## src/rtl/core/stq_pkg.sv

```systemverilog
`default_nettype none

package stq_pkg;

	localparam int QUEUE_DEPTH = 16;
	localparam int TAG_BITS    = 32;
	localparam int IDX_W       = $clog2(QUEUE_DEPTH);
	localparam int CNT_W       = $clog2(QUEUE_DEPTH + 1);
	localparam int TIME_W      = 32;
	localparam int DELAY_W     = 16;
	localparam int FRAC_W      = 20;
	localparam int CB_W        = 8;
	localparam int HANDLE_W    = 4;
	localparam int OUT_TAG_W   = 32;

	typedef enum logic [1:0] {
		KIND_SCHEDULE = 2'd0,
		KIND_CANCEL   = 2'd1,
		KIND_TICK     = 2'd2
	} kind_t;

	typedef enum logic [2:0] {
		STAT_SCHEDULED    = 3'd0,
		STAT_REJ_FRACTION = 3'd1,
		STAT_REJ_FULL     = 3'd2,
		STAT_CANCELLED    = 3'd3,
		STAT_FIRED        = 3'd4,
		STAT_SUMMARY      = 3'd5
	} status_t;

	typedef enum logic [3:0] {
		S_IDLE,
		S_SCH_ADD,
		S_SCH_WALK,
		S_CAN_CHK,
		S_CAN_WALK,
		S_TICK_INC,
		S_TICK_CHK,
		S_TICK_SUM,
		S_EMIT
	} state_t;

	typedef enum logic {
		ALU_ADD,
		ALU_SUB
	} alu_op_t;

	typedef struct packed {
		status_t               status;
		logic [HANDLE_W-1:0]   handle;
		logic [CB_W-1:0]       cb;
		logic [OUT_TAG_W-1:0]  tag;
		logic                  next_valid;
		logic [DELAY_W-1:0]    next_delay;
		logic                  last;
	} result_t;

	// insert puts slot at pos and shifts the tail up; remove drops pos and frees slot
	typedef struct packed {
		logic             ins;
		logic             rm;
		logic [IDX_W-1:0] pos;
		logic [IDX_W-1:0] slot;
	} store_cmd_t;

	typedef struct packed {
		logic [CNT_W-1:0] count;
		logic             free_any;
		logic [IDX_W-1:0] free_slot;
	} store_stat_t;

endpackage

`default_nettype wire

```

## src/rtl/core/stq_alu.sv

```systemverilog
`default_nettype none

module stq_alu
	import stq_pkg::*;
(
	input  wire alu_op_t           op,
	input  wire logic [TIME_W-1:0] a,
	input  wire logic [TIME_W-1:0] b,
	output logic [TIME_W-1:0]      res,
	output logic                   carry
);

	logic [TIME_W-1:0] b_eff;
	logic [TIME_W:0]   sum;

	// on subtract, carry set means a >= b
	assign b_eff = (op == ALU_SUB) ? ~b : b;
	assign sum   = {1'b0, a} + {1'b0, b_eff} + (TIME_W + 1)'(op == ALU_SUB);
	assign res   = sum[TIME_W-1:0];
	assign carry = sum[TIME_W];

endmodule

`default_nettype wire

```

## src/rtl/core/stq_store.sv

```systemverilog
`default_nettype none

module stq_store
	import stq_pkg::*;
(
	input  wire logic                   clk,
	input  wire logic                   arst_n,
	input  wire store_cmd_t             cmd,
	input  wire logic [TIME_W-1:0]      wr_expiry,
	input  wire logic [CB_W-1:0]        wr_callback,
	input  wire logic [TAG_BITS-1:0]    wr_tag,
	input  wire logic [IDX_W-1:0]       rd_pos,
	output logic [IDX_W-1:0]            rd_slot,
	output logic [TIME_W-1:0]           rd_expiry,
	output logic [CB_W-1:0]             rd_callback,
	output logic [TAG_BITS-1:0]         rd_tag,
	output logic [QUEUE_DEPTH-1:0]      in_use,
	output store_stat_t                 stat
);

	logic [TIME_W-1:0]   expiry_q [QUEUE_DEPTH];
	logic [CB_W-1:0]     callback_q [QUEUE_DEPTH];
	logic [TAG_BITS-1:0] tag_q [QUEUE_DEPTH];
	logic [IDX_W-1:0]    order_q [QUEUE_DEPTH];
	logic [QUEUE_DEPTH-1:0] in_use_q;
	logic [CNT_W-1:0]    count_q;

	assign rd_slot     = order_q[rd_pos];
	assign rd_expiry   = expiry_q[rd_slot];
	assign rd_callback = callback_q[rd_slot];
	assign rd_tag      = tag_q[rd_slot];
	assign in_use      = in_use_q;

	always_comb begin
		stat.count     = count_q;
		stat.free_any  = ~&in_use_q;
		stat.free_slot = '0;
		// lowest free slot wins
		for (int i = QUEUE_DEPTH - 1; i >= 0; i--) begin
			if (!in_use_q[IDX_W'(i)]) begin
				stat.free_slot = IDX_W'(i);
			end
		end
	end

	always_ff @(posedge clk or negedge arst_n) begin
		if (!arst_n) begin
			in_use_q <= '0;
			count_q  <= '0;
		end else if (cmd.ins) begin
			in_use_q[cmd.slot] <= 1'b1;
			count_q            <= count_q + CNT_W'(1);
		end else if (cmd.rm) begin
			in_use_q[cmd.slot] <= 1'b0;
			count_q            <= count_q - CNT_W'(1);
		end
	end

	always_ff @(posedge clk) begin
		if (cmd.ins) begin
			expiry_q[cmd.slot]   <= wr_expiry;
			callback_q[cmd.slot] <= wr_callback;
			tag_q[cmd.slot]      <= wr_tag;
		end
		for (int i = 0; i < QUEUE_DEPTH; i++) begin
			if (cmd.ins) begin
				if (IDX_W'(i) == cmd.pos) begin
					order_q[IDX_W'(i)] <= cmd.slot;
				end else if (IDX_W'(i) > cmd.pos) begin
					order_q[IDX_W'(i)] <= order_q[IDX_W'(i - 1)];
				end
			end else if (cmd.rm) begin
				if (IDX_W'(i) >= cmd.pos && i < QUEUE_DEPTH - 1) begin
					order_q[IDX_W'(i)] <= order_q[IDX_W'(i + 1)];
				end
			end
		end
	end

endmodule

`default_nettype wire

```

## src/rtl/core/sorted_timer_event_queue_core.sv

```systemverilog
// Channel  Handshake            Payload
// in       in_valid / in_stall  kind, delay_seconds, delay_fraction_us, callback_id,
//                               data_tag, cancel_handle
// out      out_valid / out_stall status, handle, fired_callback, fired_tag, next_valid,
//                               next_delay_seconds, last
//
// One transaction is worked at a time; in_stall is high from acceptance until the last
// result has been loaded into the output register.
// Steps from one acceptance to the next, with the output free:
// Schedule: add, a walk along the list to the insertion point, then emit.
// Cancel: check, a walk to the slot's position when the slot is live, then emit.
// Tick: increment, check, emit per fired event; summary step if entries remain; emit.
// Time compares and adds go through one 32-bit add/subtract unit; the walk sets the time.
// arst_n clears the uptime, the slot use bits and the entry count.
// A stalled output holds its result; the sequencer waits in its emit step meanwhile.
`default_nettype none

module sorted_timer_event_queue_core
	import stq_pkg::*;
(
	input  wire logic                 clk,
	input  wire logic                 arst_n,
	input  wire logic                 in_valid,
	output logic                      in_stall,
	input  wire logic [1:0]           kind,
	input  wire logic [DELAY_W-1:0]   delay_seconds,
	input  wire logic [FRAC_W-1:0]    delay_fraction_us,
	input  wire logic [CB_W-1:0]      callback_id,
	input  wire logic [OUT_TAG_W-1:0] data_tag,
	input  wire logic [HANDLE_W-1:0]  cancel_handle,
	output logic                      out_valid,
	input  wire logic                 out_stall,
	output logic [2:0]                status,
	output logic [HANDLE_W-1:0]       handle,
	output logic [CB_W-1:0]           fired_callback,
	output logic [OUT_TAG_W-1:0]      fired_tag,
	output logic                      next_valid,
	output logic [DELAY_W-1:0]        next_delay_seconds,
	output logic                      last
);

	state_t               state_q, state_d, ret_q, ret_d;
	result_t              res_q, res_d, res_new, out_q;
	logic                 out_valid_q, out_free, out_load;
	logic [CNT_W-1:0]     ptr_q, ptr_d;
	logic [TIME_W-1:0]    exp_q, exp_d, uptime_q, uptime_d;
	logic [IDX_W-1:0]     slot_q, slot_d, h_idx;
	logic [DELAY_W-1:0]   delay_q;
	logic [CB_W-1:0]      cb_q;
	logic [TAG_BITS-1:0]  tag_q;
	logic [HANDLE_W-1:0]  handle_q;
	logic                 h_ok, accept;

	alu_op_t              alu_op;
	logic [TIME_W-1:0]    alu_a, alu_b, alu_res;
	logic                 alu_carry;

	store_cmd_t           cmd;
	store_stat_t          stat;
	logic [IDX_W-1:0]     rd_pos, rd_slot;
	logic [TIME_W-1:0]    rd_expiry;
	logic [CB_W-1:0]      rd_callback;
	logic [TAG_BITS-1:0]  rd_tag;
	logic [QUEUE_DEPTH-1:0] in_use;

	stq_alu u_alu (
		.op    (alu_op),
		.a     (alu_a),
		.b     (alu_b),
		.res   (alu_res),
		.carry (alu_carry)
	);

	stq_store u_store (
		.clk         (clk),
		.arst_n      (arst_n),
		.cmd         (cmd),
		.wr_expiry   (exp_q),
		.wr_callback (cb_q),
		.wr_tag      (tag_q),
		.rd_pos      (rd_pos),
		.rd_slot     (rd_slot),
		.rd_expiry   (rd_expiry),
		.rd_callback (rd_callback),
		.rd_tag      (rd_tag),
		.in_use      (in_use),
		.stat        (stat)
	);

	assign in_stall = (state_q != S_IDLE);
	assign accept   = in_valid && !in_stall;
	assign out_free = !out_valid_q || !out_stall;
	assign h_ok     = 32'(handle_q) < QUEUE_DEPTH;
	assign h_idx    = IDX_W'(handle_q);

	assign out_valid          = out_valid_q;
	assign status             = out_q.status;
	assign handle             = out_q.handle;
	assign fired_callback     = out_q.cb;
	assign fired_tag          = out_q.tag;
	assign next_valid         = out_q.next_valid;
	assign next_delay_seconds = out_q.next_delay;
	assign last               = out_q.last;

	always_comb begin
		state_d  = state_q;
		ret_d    = ret_q;
		res_d    = res_q;
		res_new  = '0;
		ptr_d    = ptr_q;
		exp_d    = exp_q;
		uptime_d = uptime_q;
		slot_d   = slot_q;
		cmd      = '0;
		rd_pos   = ptr_q[IDX_W-1:0];
		alu_op   = ALU_SUB;
		alu_a    = uptime_q;
		alu_b    = rd_expiry;
		out_load = 1'b0;
		unique case (state_q)
			S_IDLE: begin
				if (in_valid) begin
					unique case (kind)
						KIND_SCHEDULE: begin
							if (delay_fraction_us != '0) begin
								res_new.status = STAT_REJ_FRACTION;
								res_new.last   = 1'b1;
								res_d          = res_new;
								ret_d          = S_IDLE;
								state_d        = S_EMIT;
							end else if (!stat.free_any) begin
								res_new.status = STAT_REJ_FULL;
								res_new.last   = 1'b1;
								res_d          = res_new;
								ret_d          = S_IDLE;
								state_d        = S_EMIT;
							end else begin
								slot_d  = stat.free_slot;
								state_d = S_SCH_ADD;
							end
						end
						KIND_CANCEL: state_d = S_CAN_CHK;
						KIND_TICK:   state_d = S_TICK_INC;
						default:     state_d = S_IDLE;
					endcase
				end
			end
			S_SCH_ADD: begin
				alu_op  = ALU_ADD;
				alu_a   = uptime_q;
				alu_b   = TIME_W'(delay_q);
				exp_d   = alu_carry ? '1 : alu_res;
				ptr_d   = '0;
				state_d = S_SCH_WALK;
			end
			S_SCH_WALK: begin
				alu_a = exp_q;
				alu_b = rd_expiry;
				// goes ahead of the first entry that expires strictly later
				if (ptr_q == stat.count || !alu_carry) begin
					cmd.ins        = 1'b1;
					cmd.pos        = ptr_q[IDX_W-1:0];
					cmd.slot       = slot_q;
					res_new.status = STAT_SCHEDULED;
					res_new.handle = HANDLE_W'(slot_q);
					res_new.last   = 1'b1;
					res_d          = res_new;
					ret_d          = S_IDLE;
					state_d        = S_EMIT;
				end else begin
					ptr_d = ptr_q + CNT_W'(1);
				end
			end
			S_CAN_CHK: begin
				res_new.status = STAT_CANCELLED;
				res_new.handle = handle_q;
				res_new.last   = 1'b1;
				if (h_ok && in_use[h_idx]) begin
					ptr_d   = '0;
					state_d = S_CAN_WALK;
				end else begin
					res_d   = res_new;
					ret_d   = S_IDLE;
					state_d = S_EMIT;
				end
			end
			S_CAN_WALK: begin
				res_new.status = STAT_CANCELLED;
				res_new.handle = handle_q;
				res_new.last   = 1'b1;
				if (ptr_q == stat.count) begin
					res_d   = res_new;
					ret_d   = S_IDLE;
					state_d = S_EMIT;
				end else if (rd_slot == h_idx) begin
					cmd.rm   = 1'b1;
					cmd.pos  = ptr_q[IDX_W-1:0];
					cmd.slot = h_idx;
					res_d    = res_new;
					ret_d    = S_IDLE;
					state_d  = S_EMIT;
				end else begin
					ptr_d = ptr_q + CNT_W'(1);
				end
			end
			S_TICK_INC: begin
				alu_op = ALU_ADD;
				alu_a  = uptime_q;
				alu_b  = TIME_W'(1);
				if (!alu_carry) begin
					uptime_d = alu_res;
				end
				state_d = S_TICK_CHK;
			end
			S_TICK_CHK: begin
				rd_pos = '0;
				alu_a  = uptime_q;
				alu_b  = rd_expiry;
				if (stat.count == '0) begin
					res_new.status = STAT_SUMMARY;
					res_new.last   = 1'b1;
					res_d          = res_new;
					ret_d          = S_IDLE;
					state_d        = S_EMIT;
				end else if (alu_carry) begin
					// head is due: fire it and come back for the next one
					res_new.status = STAT_FIRED;
					res_new.handle = HANDLE_W'(rd_slot);
					res_new.cb     = rd_callback;
					res_new.tag    = OUT_TAG_W'(rd_tag);
					res_d          = res_new;
					cmd.rm         = 1'b1;
					cmd.pos        = '0;
					cmd.slot       = rd_slot;
					ret_d          = S_TICK_CHK;
					state_d        = S_EMIT;
				end else begin
					state_d = S_TICK_SUM;
				end
			end
			S_TICK_SUM: begin
				rd_pos             = '0;
				alu_a              = rd_expiry;
				alu_b              = uptime_q;
				res_new.status     = STAT_SUMMARY;
				res_new.next_valid = 1'b1;
				res_new.next_delay = (alu_res[TIME_W-1:DELAY_W] != '0) ? '1
					: alu_res[DELAY_W-1:0];
				res_new.last       = 1'b1;
				res_d              = res_new;
				ret_d              = S_IDLE;
				state_d            = S_EMIT;
			end
			S_EMIT: begin
				if (out_free) begin
					out_load = 1'b1;
					state_d  = ret_q;
				end
			end
			default: state_d = S_IDLE;
		endcase
	end

	always_ff @(posedge clk or negedge arst_n) begin
		if (!arst_n) begin
			state_q     <= S_IDLE;
			ret_q       <= S_IDLE;
			ptr_q       <= '0;
			uptime_q    <= '0;
			out_valid_q <= 1'b0;
		end else begin
			state_q  <= state_d;
			ret_q    <= ret_d;
			ptr_q    <= ptr_d;
			uptime_q <= uptime_d;
			if (out_load) begin
				out_valid_q <= 1'b1;
			end else if (!out_stall) begin
				out_valid_q <= 1'b0;
			end
		end
	end

	always_ff @(posedge clk) begin
		res_q  <= res_d;
		exp_q  <= exp_d;
		slot_q <= slot_d;
		if (out_load) begin
			out_q <= res_q;
		end
		if (accept) begin
			delay_q  <= delay_seconds;
			cb_q     <= callback_id;
			tag_q    <= TAG_BITS'(data_tag);
			handle_q <= cancel_handle;
		end
	end

endmodule

`default_nettype wire

```

## config.mk

```make
export PLATFORM = sky130hd
export DESIGN_NAME = sorted_timer_event_queue_core
export DESIGN_NICKNAME = d
export VERILOG_FILES = /design/src/rtl/core/stq_pkg.sv /design/src/rtl/core/stq_alu.sv /design/src/rtl/core/stq_store.sv /design/src/rtl/core/sorted_timer_event_queue_core.sv
export SDC_FILE = /design/constraint.sdc
export NUM_CORES = 2
export LEC_CHECK = 0
export BUFFER_PORTS_ARGS = -buffer_cell sky130_fd_sc_hd__buf_2
export CORE_UTILIZATION = 52
export CTS_CLUSTER_DIAMETER = 200
export DETAILED_ROUTE_END_ITERATION = 6
export PLACE_DENSITY = 0.74
export SLEW_MARGIN = 20
export SYNTH_ARGS = -nofsm -noshare
export SYNTH_HDL_FRONTEND = slang
export SYNTH_SLANG_ARGS = --single-unit
```

## constraint.sdc

```tcl
create_clock -name clk -period 12.1 [get_ports clk]
set_input_delay 0.605 -clock clk [delete_from_list [all_inputs] [get_ports clk]]
set_output_delay 0.605 -clock clk [all_outputs]
set_load 0.005 [all_outputs]
```

* Word-level counts from Yosys, hierarchy flattened
Memories as Yosys holds them, arrays and structs flattened.
Cells that the tools add are included.
** Storage, ports and cells
- Bits in registers :: 292
- Bits in writable memories :: 1216
- Input bits :: 86
- Word-level logic and storage cells :: 456
- Memories :: 4
** Cells by class
- Add/subtract/negate cells :: 5
- $lt $le $gt $ge :: 34
- Equal/unequal tests :: 40
- Multiplexer cells :: 278
- Bitwise logic cells :: 38
- Reductions and logical operators :: 28
** Memory list
- u_store.expiry_q :: words 16, bits a word 32, read ports 1, clocked after Yosys merged registers in 0, wr ports 1, RTL line stq_store.sv:21 : logic [TIME_W-1:0] expiry_q [QUEUE_DEPTH];
- u_store.tag_q :: words 16, bits a word 32, read ports 1, clocked after Yosys merged registers in 0, wr ports 1, RTL line stq_store.sv:23 : logic [TAG_BITS-1:0] tag_q [QUEUE_DEPTH];
- u_store.callback_q :: words 16, bits a word 8, read ports 1, clocked after Yosys merged registers in 0, wr ports 1, RTL line stq_store.sv:22 : logic [CB_W-1:0] callback_q [QUEUE_DEPTH];
- u_store.order_q :: words 16, bits a word 4, read ports 17, clocked after Yosys merged registers in 0, wr ports 16, RTL line stq_store.sv:24 : logic [IDX_W-1:0] order_q [QUEUE_DEPTH];
** Operators by type and width (number)
- 2-to-1 mux 65 bit :: 10
- case mux 65 bit (6 select lines) :: 1
- 2-to-1 mux 4 bit :: 52
- 2-to-1 mux 1 bit :: 184
- case mux 32 bit (3 select lines) :: 1
- case mux 32 bit (2 select lines) :: 1
- 2-to-1 mux 16 bit :: 3
- 2-to-1 mux 9 bit :: 4
- case mux 4 bit (9 select lines) :: 1
- adder 32 x 32 -> 33 bit :: 1
- adder 33 x 1 -> 33 bit :: 1
- equality test 4 bit, first input constant :: 8
- > comparator 4 bit, first input constant :: 8
- 2-to-1 mux 32 bit :: 1
- NOT 32 bit :: 1
- OR 1 bit :: 31
- 2-to-1 mux 5 bit :: 6
- greater-or-equal comparator 4 bit, first input constant :: 7
- case mux 4 bit (6 select lines) :: 1
- case mux 8 bit (3 select lines) :: 1
- case mux 5 bit (4 select lines) :: 1
- nonzero test 20 bit :: 1
- bitwise AND 16 bit :: 1
- equality test 3 x 4 -> 1 bit, first input constant :: 4
- other kinds (50) :: 93

* Logic depth before layout (Yosys ltp)
An unclocked memory read counts as a cell.
- Depth after elaboration :: 22
- Gate-level depth with buffers :: 33

* By module
Synthesis repeated with hierarchy kept, for this count alone.
** Unflattened totals
- Cell total of the unflattened synthesis :: 4817
- Area total of the unflattened synthesis :: 67732.5 µm²
** Modules (own cells, without submodules)
- stq_store :: instances 1, cells each 3696, area an instance 54390.9 µm², sequential area each 37040.5 µm²
- sorted_timer_event_queue_core :: instances 1, cells each 821, area an instance 11240.8 µm², sequential area each 7862.5 µm²
- stq_alu :: instances 1, cells each 300, area an instance 2100.8 µm², sequential area each 0.0 µm²

* Worst setup path before layout
OpenSTA, ideal clock, no wires.
- Path kind :: flip-flop to flip-flop
- From :: register ptr_q[0]
- To :: register (tool-made name)
- Data arrival time :: 9390 ps
- Path slack :: 2634 ps
- Stages on the path, launching flop included :: 29
- Path buffers :: 8
- Clock period less this slack :: 9466 ps
- Cells stage by stage :: dfrtp_1 > buf_6 > buf_8 > buf_8 > mux4_2 > and3_1 > nor2_1 > clkbuf_1 > clkbuf_1 > clkbuf_1 > nand3_1 > a31oi_1 > nor2_1 > a211oi_1 > a21oi_1 > ha_1 > clkbuf_1 > a21oi_1 > a211oi_1 > nor4_1 > o31a_1 > a21oi_1 > o211a_1 > o21ai_1 > nand2_1 > or2_2 > clkbuf_1 > nor2_1 > o32a_1
** RTL lines
- start, declared :: RTL line sorted_timer_event_queue_core.sv:45 : logic [CNT_W-1:0] ptr_q, ptr_d;
- start signal, assigned :: RTL line sorted_timer_event_queue_core.sv:274 : ptr_q <= ptr_d;

* Final worst setup path
- From :: register state_q[2]
- To :: memory u_store.expiry_q[6][22] (enable)
** On the way
- Cells in the longest elaborated chain, start to end :: 16
** RTL lines
- start, declared :: RTL line sorted_timer_event_queue_core.sv:42 : state_t state_q, state_d, ret_q, ret_d;
- start signal, assigned :: RTL line sorted_timer_event_queue_core.sv:272 : state_q <= state_d;
- equality test 4 x 3 -> 1 bit :: RTL line sorted_timer_event_queue_core.sv:120 : unique case (state_q)
- OR reduction 2 bit (no line)
- 2-to-1 mux 4 bit :: RTL line sorted_timer_event_queue_core.sv:120
- memory (16 x 4 bit)
- memory (16 x 32 bit)
- case mux 32 bit (3 select lines) :: RTL line sorted_timer_event_queue_core.sv:120
- NOT 32 bit :: RTL line stq_alu.sv:17 : assign b_eff = (op == ALU_SUB) ? ~b : b;
- 2-to-1 mux 32 bit :: RTL line stq_alu.sv:17
- adder 32 x 32 -> 33 bit :: RTL line stq_alu.sv:18 : assign sum = {1'b0, a} + {1'b0, b_eff} + (TIME_W + 1)'(op == ALU_SUB);
- adder 33 x 1 -> 33 bit :: RTL line stq_alu.sv:18
- logical NOT 1 bit
- logical OR 1 bit :: RTL line sorted_timer_event_queue_core.sv:160 : if (ptr_q == stat.count || !alu_carry) begin
- 2-to-1 mux 1 bit :: RTL line sorted_timer_event_queue_core.sv:160
- 2-to-1 mux 1 bit :: RTL line sorted_timer_event_queue_core.sv:120
- 2-to-1 mux 1 bit :: RTL line stq_store.sv:60 : if (cmd.ins) begin
- 2-to-1 mux 1 bit (not written as such) :: RTL line stq_store.sv:61 : expiry_q[cmd.slot] <= wr_expiry;
- end, declared :: RTL line stq_store.sv:21
Parallel ways exist; a longest one is shown, timed or not.

==> flow_metrics.tcl <==
set metrics [dict create \
    cts_sinks 1505 \
    grt_pass1_vias 41000 \
    setup_viol 0 \
    crit_path_end_kind "register" \
    wl_per_cell_um 19.96 \
    worst_pin_slew_ps 1146 \
    nets 5890 \
    num_vias 42430 \
    hold_violations 0 \
    htreeDepth 4 \
    rsz0062_at_grt "no" \
    clock_path_buffers 3 \
    syn_to_final_growth_pct 16.05 \
    ys_top_cells_by_area "edfxtp_1 69%, nand2_1 8.0%, nand3_1 4.8%" \
    critPathLaunchType "register" \
    via_per_inst 5.654 \
    yosysMostFrequentCell "edfxtp_1" \
    drtPass1Iterations 6 \
    synth-main-ff-cell "edfxtp_1" \
    antenna_found_initial 2 \
    period_needed_ps 10180 \
    critical_path_arrival_ps 10620 \
    drive_above_1_share 0.09080 \
    synth.top_cell.area_share 0.6855 \
    post-route-drc-count 0 \
    clock-root-buffer "clkbuf_16" \
    slew_viol_final 0 \
    clk_latency_ps 800 \
    reg2reg_to "u_store.expiry_q[6][22]$_DFFE_PP_" \
    fp.dieArea_um2 122800 \
    avgSynthCellArea_um2 12.45 \
    n_antenna_cell 0 \
    cp_max_fo 76 \
    skew_ps 51.58 \
    io_buffers 152 \
    syn_area_um2 63130 \
    synth.cells.most_frequent "1441 x edfxtp_1, 1349 x nand2_1, 604 x nand3_1, 263 x clkbuf_1, 182 x nor2_1" \
    yosysWarnings 0 \
    ant_nets 0 \
    crit_end "u_store.expiry_q[6][22]$_DFFE_PP_" \
    syn_inst 5070 \
    hold_path_class "in2reg" \
    async_flop_share 0.04252 \
    synth_top_cell_by_area "edfxtp_1" \
    required_ps 12550 \
    grt_overflow 0 \
    grt_max_degree 196 \
    num_rows 127 \
    tns_ps 0 \
    reg2reg_depth 26 \
    yosysUniqueCellTypes 84 \
    cts_tree "yes" \
    critPathKind "reg2reg" \
    fin_crit_sh 0.8410 \
    ys_seq_area_frac 0.7108 \
    instances_no_fill 7504 \
    grt_pass1_wl_um 229600 \
    relSlewSlack 0.2342 \
    start_util 0.5255 \
    synth_enable_flop_cells 1441 \
    drt_iter0_drc 4794 \
    startpoint "state_q[2]$_DFFE_PN0P_" \
    min_delay_path_depth 1 \
    gp_congestion 0.9493 \
    hpwl_um 84900 \
    fmax_ghz 0.09827 \
    die_h_um 350.4 \
    pin_count 153 \
    core_area_um2 120100 \
    status "finished, final reports clean" \
    cts.clk_slew.worst_paths_ps 60 \
    ys_ff_latch 1505 \
    r2r_slack_ps 1920 \
    max_cap_viol_count 0 \
    nFillCells 9390 \
    cts_setup_buffers 0 \
    wl_um 149800 \
    die_w_um 350.4 \
    dp.cells 7164 \
    cts_buffers 154 \
    grt_use_total 0.2431 \
    r2r-start "state_q[2]$_DFFE_PN0P_" \
]
==> registers in the layout (all words and copies together), names as in the netlist, 8 cells and up, named ones only <==
name,flops
res_q,65
u_store.tag_q,512
fired_tag,32
next_delay_seconds,16
u_store.callback_q,128
delay_q,16
fired_callback,8
cb_q,8
u_store.expiry_q,512
uptime_q,32
tag_q,32
exp_q,32
u_store.order_q,64
==> critical path: stages (launching register included) <==
cell	delay [ps]
dfrtp_1	800
nand3b_4	350
inv_2	310
o22ai_1	150
a221oi_2	550
o21a_4	930
buf_4	370
nand2_1	70
and3_1	180
a311oi_1	390
a311oi_1	100
a31oi_1	240
nor2_1	70
a211oi_1	240
a21oi_1	70
ha_1	410
nand3_1	100
a211oi_1	300
nor4_1	150
o31a_1	330
a21oi_1	270
o211a_1	460
o21ai_1	230
o211ai_1	830
nand2b_1	450
nor2_4	970
buf_4	420
==> final cells by class <==
cell class              instances  area (um^2)  area share
flip-flops and latches       1505        44870      0.6125
multi-input cells            3778        19120      0.2610
clock buffers                 193         4061     0.05544
repair buffers                286         2125     0.02900
well taps                    1612         2017     0.02753
clock inverters                92        918.4     0.01254
inverters                      38        145.1    0.001981
==> worst min path at each step <==
| stage | startpoint | to | slack, ps |
|---|---|---|---|
| 2_1_floorplan | arst_n | asynchronous set/reset pin | 310 |
| 3_3_place_gp | res_q[3]$_DFFE_PP_ | next_delay_seconds[2]$_DFFE_PP_ | 400 |
| 3_5_place_dp | res_q[44]$_DFFE_PP_ | fired_tag[26]$_DFFE_PP_ | 400 |
| 4_1_cts | delay_seconds[4] | delay_q[4]$_DFFE_PP_ | 40 |
| 5_1_grt | delay_seconds[4] | delay_q[4]$_DFFE_PP_ | 50 |
| 6_report | delay_seconds[4] | delay_q[4]$_DFFE_PP_ | 70 |
==> what timing repair did <==
action                                 in CTS  in global routing
endpoints found under the hold margin      55                  0
hold buffers                               55                  0
setup endpoints to repair                   0                  0
gates resized for setup                     0                  0
==> cell families after synthesis <==
| kind of cell | synth area share |
|---|---|
| buf+inv | 0.02297 |
| compound gates | 0.06862 |
| simple gates | 0.1663 |
| mux | 0.01685 |
| flops | 0.7108 |
| fa+ha+maj | 0.008364 |
| other cells | 0.00005940 |
| xor+xnor | 0.005966 |
==> layer usage <==
layer / GRT usage / part of all wire / vias up
li1: - / - / 19510
met1: 0.3354 / 0.41 / 20720
met2: 0.3973 / 0.48 / 1904
met3: 0.03663 / 0.083 / 292
met4: 0.07914 / 0.026 / 0
met5: 0 / 0 / -
==> stage by stage <==
step / instance area (um^2) / util / worst slack, ps / hold WS, ps
finish: 73260 / 0.6098 / 1924 / 74.67
global route: 73260 / 0.6098 / 1218 / 48.56
floorplan: 65290 / - / 2634 / 309.4
detailed placement: 67730 / 0.5638 / 2173 / 404.5
CTS: 73260 / 0.6098 / 2084 / 38.82
global placement: 67700 / 0.5636 / 2385 / 404.5
==> placed cells by master (no fill, tap or decap), drive strengths merged, types with 23 or more instances in the layout <==
cell type    netlist  routed
buf               61     231
edfxtp          1441    1441
nor2             182     182
conb               1     576
o21ai            101     101
clkbuf           263     193
a22oi             35      35
mux2i             59      59
xnor2             26      26
a31oi             59      59
ha                39      39
nand2           1350    1350
inv               36      40
dfrtp             64      64
and3             122     122
clkinv             2      74
dlygate4sd3        0      55
a21oi            128     128
nor3              61      61
nand3            604     604
a21o              23      23
a311oi           146     146
Power is left out: the tool's default activity adds up to more than one toggle a clock period on the data nets, which glitch-free logic cannot reach.
